### src/rtl/gtab_pkg.sv
// Package for the gate triggered alarm blinker.
// Holds register indexes, reset values, widths and the shared struct types.
// No dependencies.
`default_nettype none

package gtab_pkg;

  localparam int unsigned CfgW    = 16;
  localparam int unsigned CfgIdxW = 2;
  localparam int unsigned CntW    = 17;

  localparam logic [CfgW-1:0] BlinkPeriodRst  = 16'd500;
  localparam logic [CfgW-1:0] GateHoldoffRst  = 16'd500;
  localparam logic [CfgW-1:0] AlarmTimeoutRst = 16'd30000;

  typedef enum logic [CfgIdxW-1:0] {
    REG_BLINK_PERIOD  = 2'd0,
    REG_GATE_HOLDOFF  = 2'd1,
    REG_ALARM_TIMEOUT = 2'd2
  } reg_idx_e;

  typedef struct packed {
    logic [CfgW-1:0] blink_period;
    logic [CfgW-1:0] gate_holdoff;
    logic [CfgW-1:0] alarm_timeout;
  } cfg_t;

  typedef struct packed {
    logic alarm_on;
    logic led_b;
    logic led_a;
  } result_t;

endpackage

`default_nettype wire

### src/rtl/gtab_cfg_regs.sv
// Configuration register file: blink period, gate hold-off, alarm timeout.
// Depends on gtab_pkg.
`default_nettype none

module gtab_cfg_regs
  import gtab_pkg::*;
(
  input  wire logic               clk_i,
  input  wire logic               rst_ni,
  input  wire logic               cfg_valid_i,
  output logic                    cfg_ready_o,
  input  wire logic [CfgIdxW-1:0] cfg_index_i,
  input  wire logic [CfgW-1:0]    cfg_data_i,
  output cfg_t                    cfg_o
);

  cfg_t cfg_q, cfg_d;

  assign cfg_ready_o = 1'b1;

  always_comb begin
    cfg_d = cfg_q;
    if (cfg_valid_i) begin
      unique case (cfg_index_i)
        REG_BLINK_PERIOD:  cfg_d.blink_period  = cfg_data_i;
        REG_GATE_HOLDOFF:  cfg_d.gate_holdoff  = cfg_data_i;
        REG_ALARM_TIMEOUT: cfg_d.alarm_timeout = cfg_data_i;
        default:           cfg_d = cfg_q;
      endcase
    end
  end

  always_ff @(posedge clk_i or negedge rst_ni) begin
    if (!rst_ni) begin
      cfg_q.blink_period  <= BlinkPeriodRst;
      cfg_q.gate_holdoff  <= GateHoldoffRst;
      cfg_q.alarm_timeout <= AlarmTimeoutRst;
    end else begin
      cfg_q <= cfg_d;
    end
  end

  assign cfg_o = cfg_q;

endmodule

`default_nettype wire

### src/rtl/gtab_tick_core.sv
// Per-tick state update: alarm flag, blink phase, LED latches, elapsed counters.
// Depends on gtab_pkg.
`default_nettype none

module gtab_tick_core
  import gtab_pkg::*;
(
  input  wire logic clk_i,
  input  wire logic rst_ni,
  input  wire logic tick_i,
  input  wire logic gate_a_i,
  input  wire logic gate_b_i,
  input  cfg_t      cfg_i,
  output result_t   res_o
);

  localparam logic [CntW-1:0] CntMax = '1;

  logic            alarm_q, alarm_d;
  logic            phase_q, phase_d;
  logic            led_a_q, led_a_d;
  logic            led_b_q, led_b_d;
  logic [CntW-1:0] since_blink_q, since_blink_d;
  logic [CntW-1:0] since_gate_q, since_gate_d;

  logic [CntW-1:0] sb_inc, sg_inc;
  logic            blink_over, hit, toggle;

  always_comb begin
    sb_inc     = (since_blink_q == CntMax) ? CntMax : since_blink_q + 1'b1;
    sg_inc     = (since_gate_q == CntMax) ? CntMax : since_gate_q + 1'b1;
    blink_over = sb_inc > {1'b0, cfg_i.blink_period};
    hit        = !gate_a_i || !gate_b_i;
    toggle     = hit && !(sg_inc < {1'b0, cfg_i.gate_holdoff});

    alarm_d       = alarm_q;
    phase_d       = phase_q;
    led_a_d       = led_a_q;
    led_b_d       = led_b_q;
    since_blink_d = sb_inc;
    since_gate_d  = hit ? '0 : sg_inc;

    if (alarm_q) begin
      led_a_d = !phase_q;
      led_b_d = phase_q;
      if (blink_over) begin
        since_blink_d = '0;
        phase_d       = !phase_q;
      end
    end else if (blink_over) begin
      led_a_d = 1'b0;
      led_b_d = 1'b0;
    end

    if (toggle) begin
      alarm_d = !alarm_q;
    end
    if (since_gate_d > {1'b0, cfg_i.alarm_timeout}) begin
      alarm_d = 1'b0;
    end
  end

  always_ff @(posedge clk_i or negedge rst_ni) begin
    if (!rst_ni) begin
      alarm_q       <= 1'b0;
      phase_q       <= 1'b0;
      led_a_q       <= 1'b0;
      led_b_q       <= 1'b0;
      since_blink_q <= '0;
      since_gate_q  <= '0;
    end else if (tick_i) begin
      alarm_q       <= alarm_d;
      phase_q       <= phase_d;
      led_a_q       <= led_a_d;
      led_b_q       <= led_b_d;
      since_blink_q <= since_blink_d;
      since_gate_q  <= since_gate_d;
    end
  end

  assign res_o.led_a    = led_a_d;
  assign res_o.led_b    = led_b_d;
  assign res_o.alarm_on = alarm_d;

endmodule

`default_nettype wire

### src/rtl/gtab_out_reg.sv
// Result register on the master side; loads a beat while the previous one drains.
// Depends on gtab_pkg.
`default_nettype none

module gtab_out_reg
  import gtab_pkg::*;
(
  input  wire logic clk_i,
  input  wire logic rst_ni,
  input  wire logic load_i,
  input  result_t   res_i,
  output logic      space_o,
  output logic      valid_o,
  input  wire logic ready_i,
  output result_t   res_o
);

  logic    valid_q, valid_d;
  result_t res_q;

  assign space_o = !valid_q || ready_i;

  always_comb begin
    valid_d = valid_q;
    if (load_i) begin
      valid_d = 1'b1;
    end else if (ready_i) begin
      valid_d = 1'b0;
    end
  end

  always_ff @(posedge clk_i or negedge rst_ni) begin
    if (!rst_ni) begin
      valid_q <= 1'b0;
    end else begin
      valid_q <= valid_d;
    end
  end

  always_ff @(posedge clk_i) begin
    if (load_i) begin
      res_q <= res_i;
    end
  end

  assign valid_o = valid_q;
  assign res_o   = res_q;

endmodule

`default_nettype wire

### src/rtl/gate_triggered_alarm_blinker.sv
// Top level of the gate triggered alarm blinker: one input beat per tick, one result beat.
// Depends on gtab_pkg, gtab_cfg_regs, gtab_tick_core and gtab_out_reg.
//
// Each input beat is one tick and yields one result beat in the next cycle. A new beat
// is taken in every cycle while the result register is empty or being drained, so the
// sustained rate is one tick per clock; the single result register sets that figure.
// Register writes take effect from the next tick. The config port is always ready.
`default_nettype none

module gate_triggered_alarm_blinker
  import gtab_pkg::*;
(
  input  wire logic               clk_i,
  input  wire logic               rst_ni,
  input  wire logic               s_axis_tvalid,
  output logic                    s_axis_tready,
  input  wire logic [7:0]         s_axis_tdata,   // [0] gate_a, [1] gate_b
  output logic                    m_axis_tvalid,
  input  wire logic               m_axis_tready,
  output logic [7:0]              m_axis_tdata,   // [0] led_a, [1] led_b, [2] alarm_on
  input  wire logic               cfg_valid_i,
  output logic                    cfg_ready_o,
  input  wire logic [CfgIdxW-1:0] cfg_index_i,
  input  wire logic [CfgW-1:0]    cfg_data_i
);

  cfg_t    cfg;
  result_t res_next, res_out;
  logic    space, tick;

  gtab_cfg_regs u_cfg (
    .clk_i       (clk_i),
    .rst_ni      (rst_ni),
    .cfg_valid_i (cfg_valid_i),
    .cfg_ready_o (cfg_ready_o),
    .cfg_index_i (cfg_index_i),
    .cfg_data_i  (cfg_data_i),
    .cfg_o       (cfg)
  );

  assign s_axis_tready = space;
  assign tick          = s_axis_tvalid && space;

  gtab_tick_core u_core (
    .clk_i    (clk_i),
    .rst_ni   (rst_ni),
    .tick_i   (tick),
    .gate_a_i (s_axis_tdata[0]),
    .gate_b_i (s_axis_tdata[1]),
    .cfg_i    (cfg),
    .res_o    (res_next)
  );

  gtab_out_reg u_out (
    .clk_i   (clk_i),
    .rst_ni  (rst_ni),
    .load_i  (tick),
    .res_i   (res_next),
    .space_o (space),
    .valid_o (m_axis_tvalid),
    .ready_i (m_axis_tready),
    .res_o   (res_out)
  );

  assign m_axis_tdata = {5'b0, res_out.alarm_on, res_out.led_b, res_out.led_a};

endmodule

`default_nettype wire

### config.mk
export PLATFORM = sky130hd
export DESIGN_NAME = gate_triggered_alarm_blinker
export DESIGN_NICKNAME = d
export VERILOG_FILES = /design/src/rtl/gtab_pkg.sv /design/src/rtl/gtab_cfg_regs.sv /design/src/rtl/gtab_tick_core.sv /design/src/rtl/gtab_out_reg.sv /design/src/rtl/gate_triggered_alarm_blinker.sv
export SDC_FILE = /design/constraint.sdc
export NUM_CORES = 1
export LEC_CHECK = 0
export BUFFER_PORTS_ARGS = -buffer_cell sky130_fd_sc_hd__buf_2
export CAP_MARGIN = 10
export CORE_MARGIN = 5
export CORE_UTILIZATION = 51
export DETAILED_ROUTE_END_ITERATION = 6
export GPL_TIMING_DRIVEN = 0
export MAX_ROUTING_LAYER = met4
export PLACE_DENSITY = 0.67
export SKIP_LAST_GASP = 1
export SYNTH_ARGS = -nofsm -noshare
export SYNTH_HDL_FRONTEND = slang
export SYNTH_HIERARCHICAL = 1
export SYNTH_SLANG_ARGS = --single-unit
### constraint.sdc
create_clock -name clk_i -period 4.2 [get_ports clk_i]
set_input_delay 0.42 -clock clk_i [delete_from_list [all_inputs] [get_ports clk_i]]
set_output_delay 0.42 -clock clk_i [all_outputs]
set_load 0.01 [all_outputs]
* Word-level counts from Yosys, hierarchy flattened
Cells that the tools add are included.
** Operators by class
- Multiplexer cells :: 13
- Reduce and logical (&&, ||, !) cells :: 16
- Magnitude comparators :: 3
- Add/sub/neg operators :: 2
- Eq/ne operators :: 4
** Operators by type and width (count)
- two-way mux 17 bit :: 5
- adder 17 x 1 -> 17 bit (second input constant) :: 2
- == test 17 bit (second input constant) :: 2
- > comparator 17 x 16 -> 1 bit :: 2
- less-than comparator 17 x 16 -> 1 bit :: 1
- two-way mux 1 bit :: 8
- logical NOT 1 bit :: 6
- AND reduction 2 bit :: 3
- AND reduction 3 bit :: 1
- == test 2 x 1 -> 1 bit (second input constant) :: 1
- == test 2 bit (second input constant) :: 1
- logical AND 1 bit :: 2
- logical NOT 2 bit :: 1
- logical OR 1 bit :: 2
- nonzero test 2 bit :: 1
** Storage, ports and cells
- Flip-flop bits (word level) :: 90
- Input port bits :: 31
- Logic and storage cells :: 51
- Output and inout port bits :: 11

* Depth between registers and ports, before layout
- Word-level depth :: 7
- Depth in mapped cells :: 18
- Depth with buffers taken out :: 14

* Modules after synthesis
The synthesis kept the hierarchy.
** By module, submodules not included
- gtab_tick_core :: cells an instance 447, area an instance 3698.5 um^2, instances 1, seq. area each 950.9 um^2
- gtab_cfg_regs :: cells an instance 104, area an instance 1850.5 um^2, instances 1, seq. area each 1224.9 um^2
- gtab_out_reg :: cells an instance 6, area an instance 137.6 um^2, instances 1, seq. area each 115.1 um^2
- gate_triggered_alarm_blinker :: cells an instance 7, area an instance 47.5 um^2, instances 1, seq. area each 0.0 um^2

* Least setup slack after synthesis
No wires, ideal clock.
- Kind :: flip-flop to flip-flop
- Start :: register u_core.since_blink_q[0]
- End :: register u_core.since_blink_q[13]
- Data arrival time :: 3.488 ns
- Path slack :: 0.616 ns
- Cell stages (with the launch flop) :: 19
- Setup time :: 0.096 ns
- Buffers on the path :: 4
- Period minus slack after synthesis :: 3.584 ns
- Path through :: dfrtp_1 -> ha_1 -> nand4_1 -> nor3_2 -> and3_1 -> nand2_1 -> clkbuf_1 -> clkbuf_1 -> nand2_1 -> ha_1 -> a21o_1 -> a21o_1 -> a221o_1 -> a211oi_2 -> o21ai_2 -> nor2b_4 -> buf_6 -> buf_8 -> a311oi_2
** On the way
- Word-level cells in the longest chain between the ends :: 5
- Elaborated cells on any way between the ends :: 6
- Classes of those cells :: 1 x add/sub; 1 x order compare; 1 x eq/ne; 3 x mux
** Ends and longest elaborated chain
- start, declared :: line gtab_tick_core.sv:23 : logic [CntW-1:0] since_blink_q, since_blink_d;
- start signal, assigned :: line gtab_tick_core.sv:76 : since_blink_q <= since_blink_d;
- adder 17 x 1 -> 17 bit or == test 17 bit (tied branches) :: line gtab_tick_core.sv:30 : sb_inc = (since_blink_q == CntMax) ? CntMax : since_blink_q + 1'b1;
- two-way mux 17 bit * :: line gtab_tick_core.sv:30
- > comparator 17 x 16 -> 1 bit :: line gtab_tick_core.sv:32 : blink_over = sb_inc > {1'b0, cfg_i.blink_period};
- two-way mux 17 bit :: line gtab_tick_core.sv:46 : if (blink_over) begin
- two-way mux 17 bit * :: line gtab_tick_core.sv:43 : if (alarm_q) begin
Every way passes the cells marked *; elsewhere a longest branch is shown, timed or not.
A chain may end at the register's enable or synchronous reset.

* Final worst setup path
- Start :: register u_core.since_blink_q[0]
- End :: register u_core.since_blink_q[15]
The elaborated chain is that of the path after synthesis.

==> reports/results.ini <==
[outcome]
status=complete, no violations

[power_and_ir_drop]
power.sequential.fraction_pct=43.1
sw_pwr_w=0.0007716
leakage_nw=3.191
power.share.switching_pct=29.03
power.combinational.fraction_pct=23.6
power_density_normalized_to_cell_area_nw_per_um2=413.4
vdd.ir_drop.worst_v=0.0003169
part_of_the_power_in_the_clock_network_pct=33.3
p_int_w=0.001886

[critical_path]
setup.reg_to_reg.worst_slack_ns=0.31
number_of_cells_on_the_worst_reg_to_reg_path=17
critPathLaunch=u_core/since_blink_q[0]
kind_of_launch_point_of_the_worst_setup_path=register
critPathArrivalTime_ns=4.15
start_of_the_worst_register_to_register_path=u_core/since_blink_q[0]
worst-endpoint-required_ns=4.46
critical_path_peak_fanout=11
setup.worst_path.end_class=register
endpoint=u_core/since_blink_q[15]
worst_r2r_endpoint=u_core/since_blink_q[15]
criticalPathCategory=reg -> reg

[clock_tree]
clock_tree.root_cell=sky130_fd_sc_hd__clkbuf_16
worst_case_clock_buffer_depth=2
cts-htree-levels=3
cts_setup_buffers=0
tritoncts=yes
skew_pair_late_insertion_delay_ns=0.35
num_cts_buffers=9
cts.sinks=90
cts.clk_slew.worst_paths_ns=0.06

[synth]
synthMostInstantiatedCell=sky130_fd_sc_hd__dfrtp_1
yosys_warnings=6
post_synth_num_cell_types=56
ys_top_cells_by_count=68 x sky130_fd_sc_hd__dfrtp_1, 62 x sky130_fd_sc_hd__mux2_2, 57 x sky130_fd_sc_hd__inv_1
synth.avg_cell_area_um2=10.17
synth_top_area_share_pct=29.67
synthesis.area_um2=5734
ys_async_sr_fraction_pct=96.67
yosysSeqAreaShare_pct=39.95
post-synth-top-area-cell=sky130_fd_sc_hd__dfrtp_1
netlist_top_cells_area=sky130_fd_sc_hd__dfrtp_1 30%, sky130_fd_sc_hd__mux2_2 12%, sky130_fd_sc_hd__ha_1 11%
ys_seq_elements=90
ys.flop_type=sky130_fd_sc_hd__dfrtp_1
synth_enable_flop_cells=3
number_of_instances_in_the_synthesized_netlist=564

[placed_design]
gp_congestion=0.8375
dp_worst_setup_slack_ns=-0.005824
portBuffers=29
place.detailed.hpwl_mm=9.695

[timing]
grt_setup_unrepaired=no
fin_setup_tns_ns=0
timing.max_slew.rel_slack_pct=46.75
fin_worst_hold_slack_ns=0.02929
worst_pin_slew_ns=0.7988
max_freq_mhz=256.9
final_hold_viol_count=0
setup_viol_count_final=0
finClkSkew_ns=0.006592
layout_min_cycle_time_ns=3.893
number_of_max_slew_violations_in_the_final_report=0
postLayoutSetupSlackWorst_ns=0.3067
final_min_period_over_clock_period_pct=92.70

[grt]
number_of_antenna_violations_at_the_first_check_in_global_routing=0
pin_count_of_the_biggest_net_entering_global_routing=52
grt_pass1_vias=4341
global_route.usage.total_pct=20.98
remaining_overflow_grt=0
grt_first_pass_wirelength_mm=21.03

[routing]
count_of_unresolved_drc_violations_after_routing=0
antenna_left=0
routedWlPerCell_um=16.56
drt-initial-drc-count=164
firstDrtPassIters=4
vias=4192
totalWireLength_mm=12.45
vias_per_cell=5.574

[final_layout]
area_growth_syn_to_layout_pct=12.11
n_antenna_cell=0
fillCellCount=964
final_net_count=687
layout-drive-gt1-share_pct=26.80

[min_path]
type_of_the_tightest_min_delay_check=in -> async

[die]
ioPinCount=42
initial_core_util_pct=52.44
fp.dieW_um=116.0
die-height_um=116.0
core-area_um2=10940
die_ar_um2=13460
core.rowCount=38

[flow_run]
maxCapViolCount=0

## per-stage QoR
stage	total power (W)	instances	util [%]	instance area, µm²
5_1_grt	0.002821	752	58.79	6429
3_5_place_dp	0.001790	738	55.78	6100
6_report	0.002658	752	58.79	6429
4_1_cts	0.002690	753	58.68	6417
3_3_place_gp	0.001749	737	55.50	6070
2_1_floorplan	0.001600	568	-	5749
## repair_timing
action | in CTS | in global routing
endpoints found under the setup margin | 5 | 21
pin swaps | 0 | 1
hold buffers | 0 | 0
gates resized for setup | 0 | 7
## layout make-up
cell class	count	area (µm²)	area share, %
Multi-Input combinational cell	392	3065	47.68
Clock inverter	4	75.07	1.168
Tap cell	140	175.2	2.725
Clock buffer	12	246.5	3.834
Inverter	57	214.0	3.328
Timing Repair Buffer	30	175.2	2.725
Buffer	27	186.4	2.900
Sequential cell	90	2291	35.64
## power by group through the flow
stage / Combinational [W] / Sequential, W / Clock (W)
finish: 0.000628 / 0.00115 / 0.000884
global route: 0.000716 / 0.00116 / 0.000941
CTS: 0.000636 / 0.00115 / 0.000909
detailed placement: 0.000629 / 0.00116 / 0
global placement: 0.000598 / 0.00115 / 0
floorplan: 0.000469 / 0.00113 / 0
## registers in the layout (all words and copies together) (netlist names)
register              flops
u_cfg/cfg_o              48
u_out/res_o               3
u_core/led_a_q            1
u_core/since_gate_q      17
u_core/since_blink_q     17
u_core/alarm_q            1
u_core/led_b_q            1
u_core/phase_q            1
u_out/valid_o             1
## critical path, cell delays in order (launching register included)
cell and delay [ns]:
sky130_fd_sc_hd__dfrtp_1 0.41, sky130_fd_sc_hd__ha_1 0.27, sky130_fd_sc_hd__nand4_1 0.22, sky130_fd_sc_hd__nor3_4 0.23, sky130_fd_sc_hd__and3_2 0.26, sky130_fd_sc_hd__nand2_2 0.17, sky130_fd_sc_hd__clkbuf_2 0.23, sky130_fd_sc_hd__nand2_1 0.10
sky130_fd_sc_hd__ha_1 0.24, sky130_fd_sc_hd__a21o_1 0.17, sky130_fd_sc_hd__a21o_1 0.17, sky130_fd_sc_hd__a221o_1 0.33, sky130_fd_sc_hd__a211oi_2 0.26, sky130_fd_sc_hd__o21ai_2 0.12, sky130_fd_sc_hd__nor2b_4 0.14, sky130_fd_sc_hd__buf_6 0.14
sky130_fd_sc_hd__buf_8 0.15, sky130_fd_sc_hd__a311oi_2 0.18
## worst min path at each step
stage	startpoint	endpoint	slack [ns]	cells after the start
after floorplan	rst_ni	u_cfg/cfg_o[0]	0.12	0
after global placement	u_cfg/cfg_o[16]	u_cfg/cfg_o[16]	0.49	1
after detailed placement	rst_ni	u_cfg/cfg_o[16]	0.42	1
after CTS	rst_ni	u_cfg/cfg_o[16]	0.05	1
after global routing	rst_ni	u_cfg/cfg_o[16]	0.07	1
final	rst_ni	u_cfg/cfg_o[16]	0.03	1
## cell families (layout without fill, tap and decap cells)
kind of cell / after synthesis / in the layout / share of synthesized area, %
xor gates and xnor gates: 25 / 25 / 3.818
DFF: 90 / 90 / 39.95
and+or+nand+nor: 145 / 145 / 13.51
adders and majority gates: 49 / 49 / 10.69
other: 2 / 6 / 0.1310
AOI/OAI and AO/OA: 103 / 103 / 12.31
buffers and inverters: 86 / 130 / 7.069
muxes: 64 / 64 / 12.52
## layout by cell type (no fill, tap or decap), types with 4 or more instances in the layout
master	Yosys	routed
sky130_fd_sc_hd__a211oi_2	4	4
sky130_fd_sc_hd__a21o_1	9	9
sky130_fd_sc_hd__a21oi_1	39	39
sky130_fd_sc_hd__a311oi_1	7	7
sky130_fd_sc_hd__a311oi_2	4	4
sky130_fd_sc_hd__and3_1	14	13
sky130_fd_sc_hd__and4_1	5	5
sky130_fd_sc_hd__buf_2	1	29
sky130_fd_sc_hd__buf_4	10	11
sky130_fd_sc_hd__clkbuf_1	11	10
sky130_fd_sc_hd__clkbuf_16	0	9
sky130_fd_sc_hd__conb_1	2	6
sky130_fd_sc_hd__dfrtp_1	68	68
sky130_fd_sc_hd__dfstp_2	19	19
sky130_fd_sc_hd__ha_1	49	49
sky130_fd_sc_hd__inv_1	57	57
sky130_fd_sc_hd__mux2_2	62	62
sky130_fd_sc_hd__nand2_1	48	46
sky130_fd_sc_hd__nand3_1	18	18
sky130_fd_sc_hd__nand4_1	10	10
sky130_fd_sc_hd__nor2_1	23	23
sky130_fd_sc_hd__nor2b_1	8	8
sky130_fd_sc_hd__o21a_1	5	5
sky130_fd_sc_hd__o21ai_0	15	15
sky130_fd_sc_hd__o22ai_1	4	4
sky130_fd_sc_hd__xnor2_1	16	16
sky130_fd_sc_hd__xor2_1	9	9
## per-layer routing
metal / part of all wire (%) / global-route usage (%)
met2: 45 / 31.88
met5: 0 / -
met4: 2.1 / 8.275
met3: 6.0 / 4.491
met1: 47 / 27.49
(Power assumes the default switching activity.)
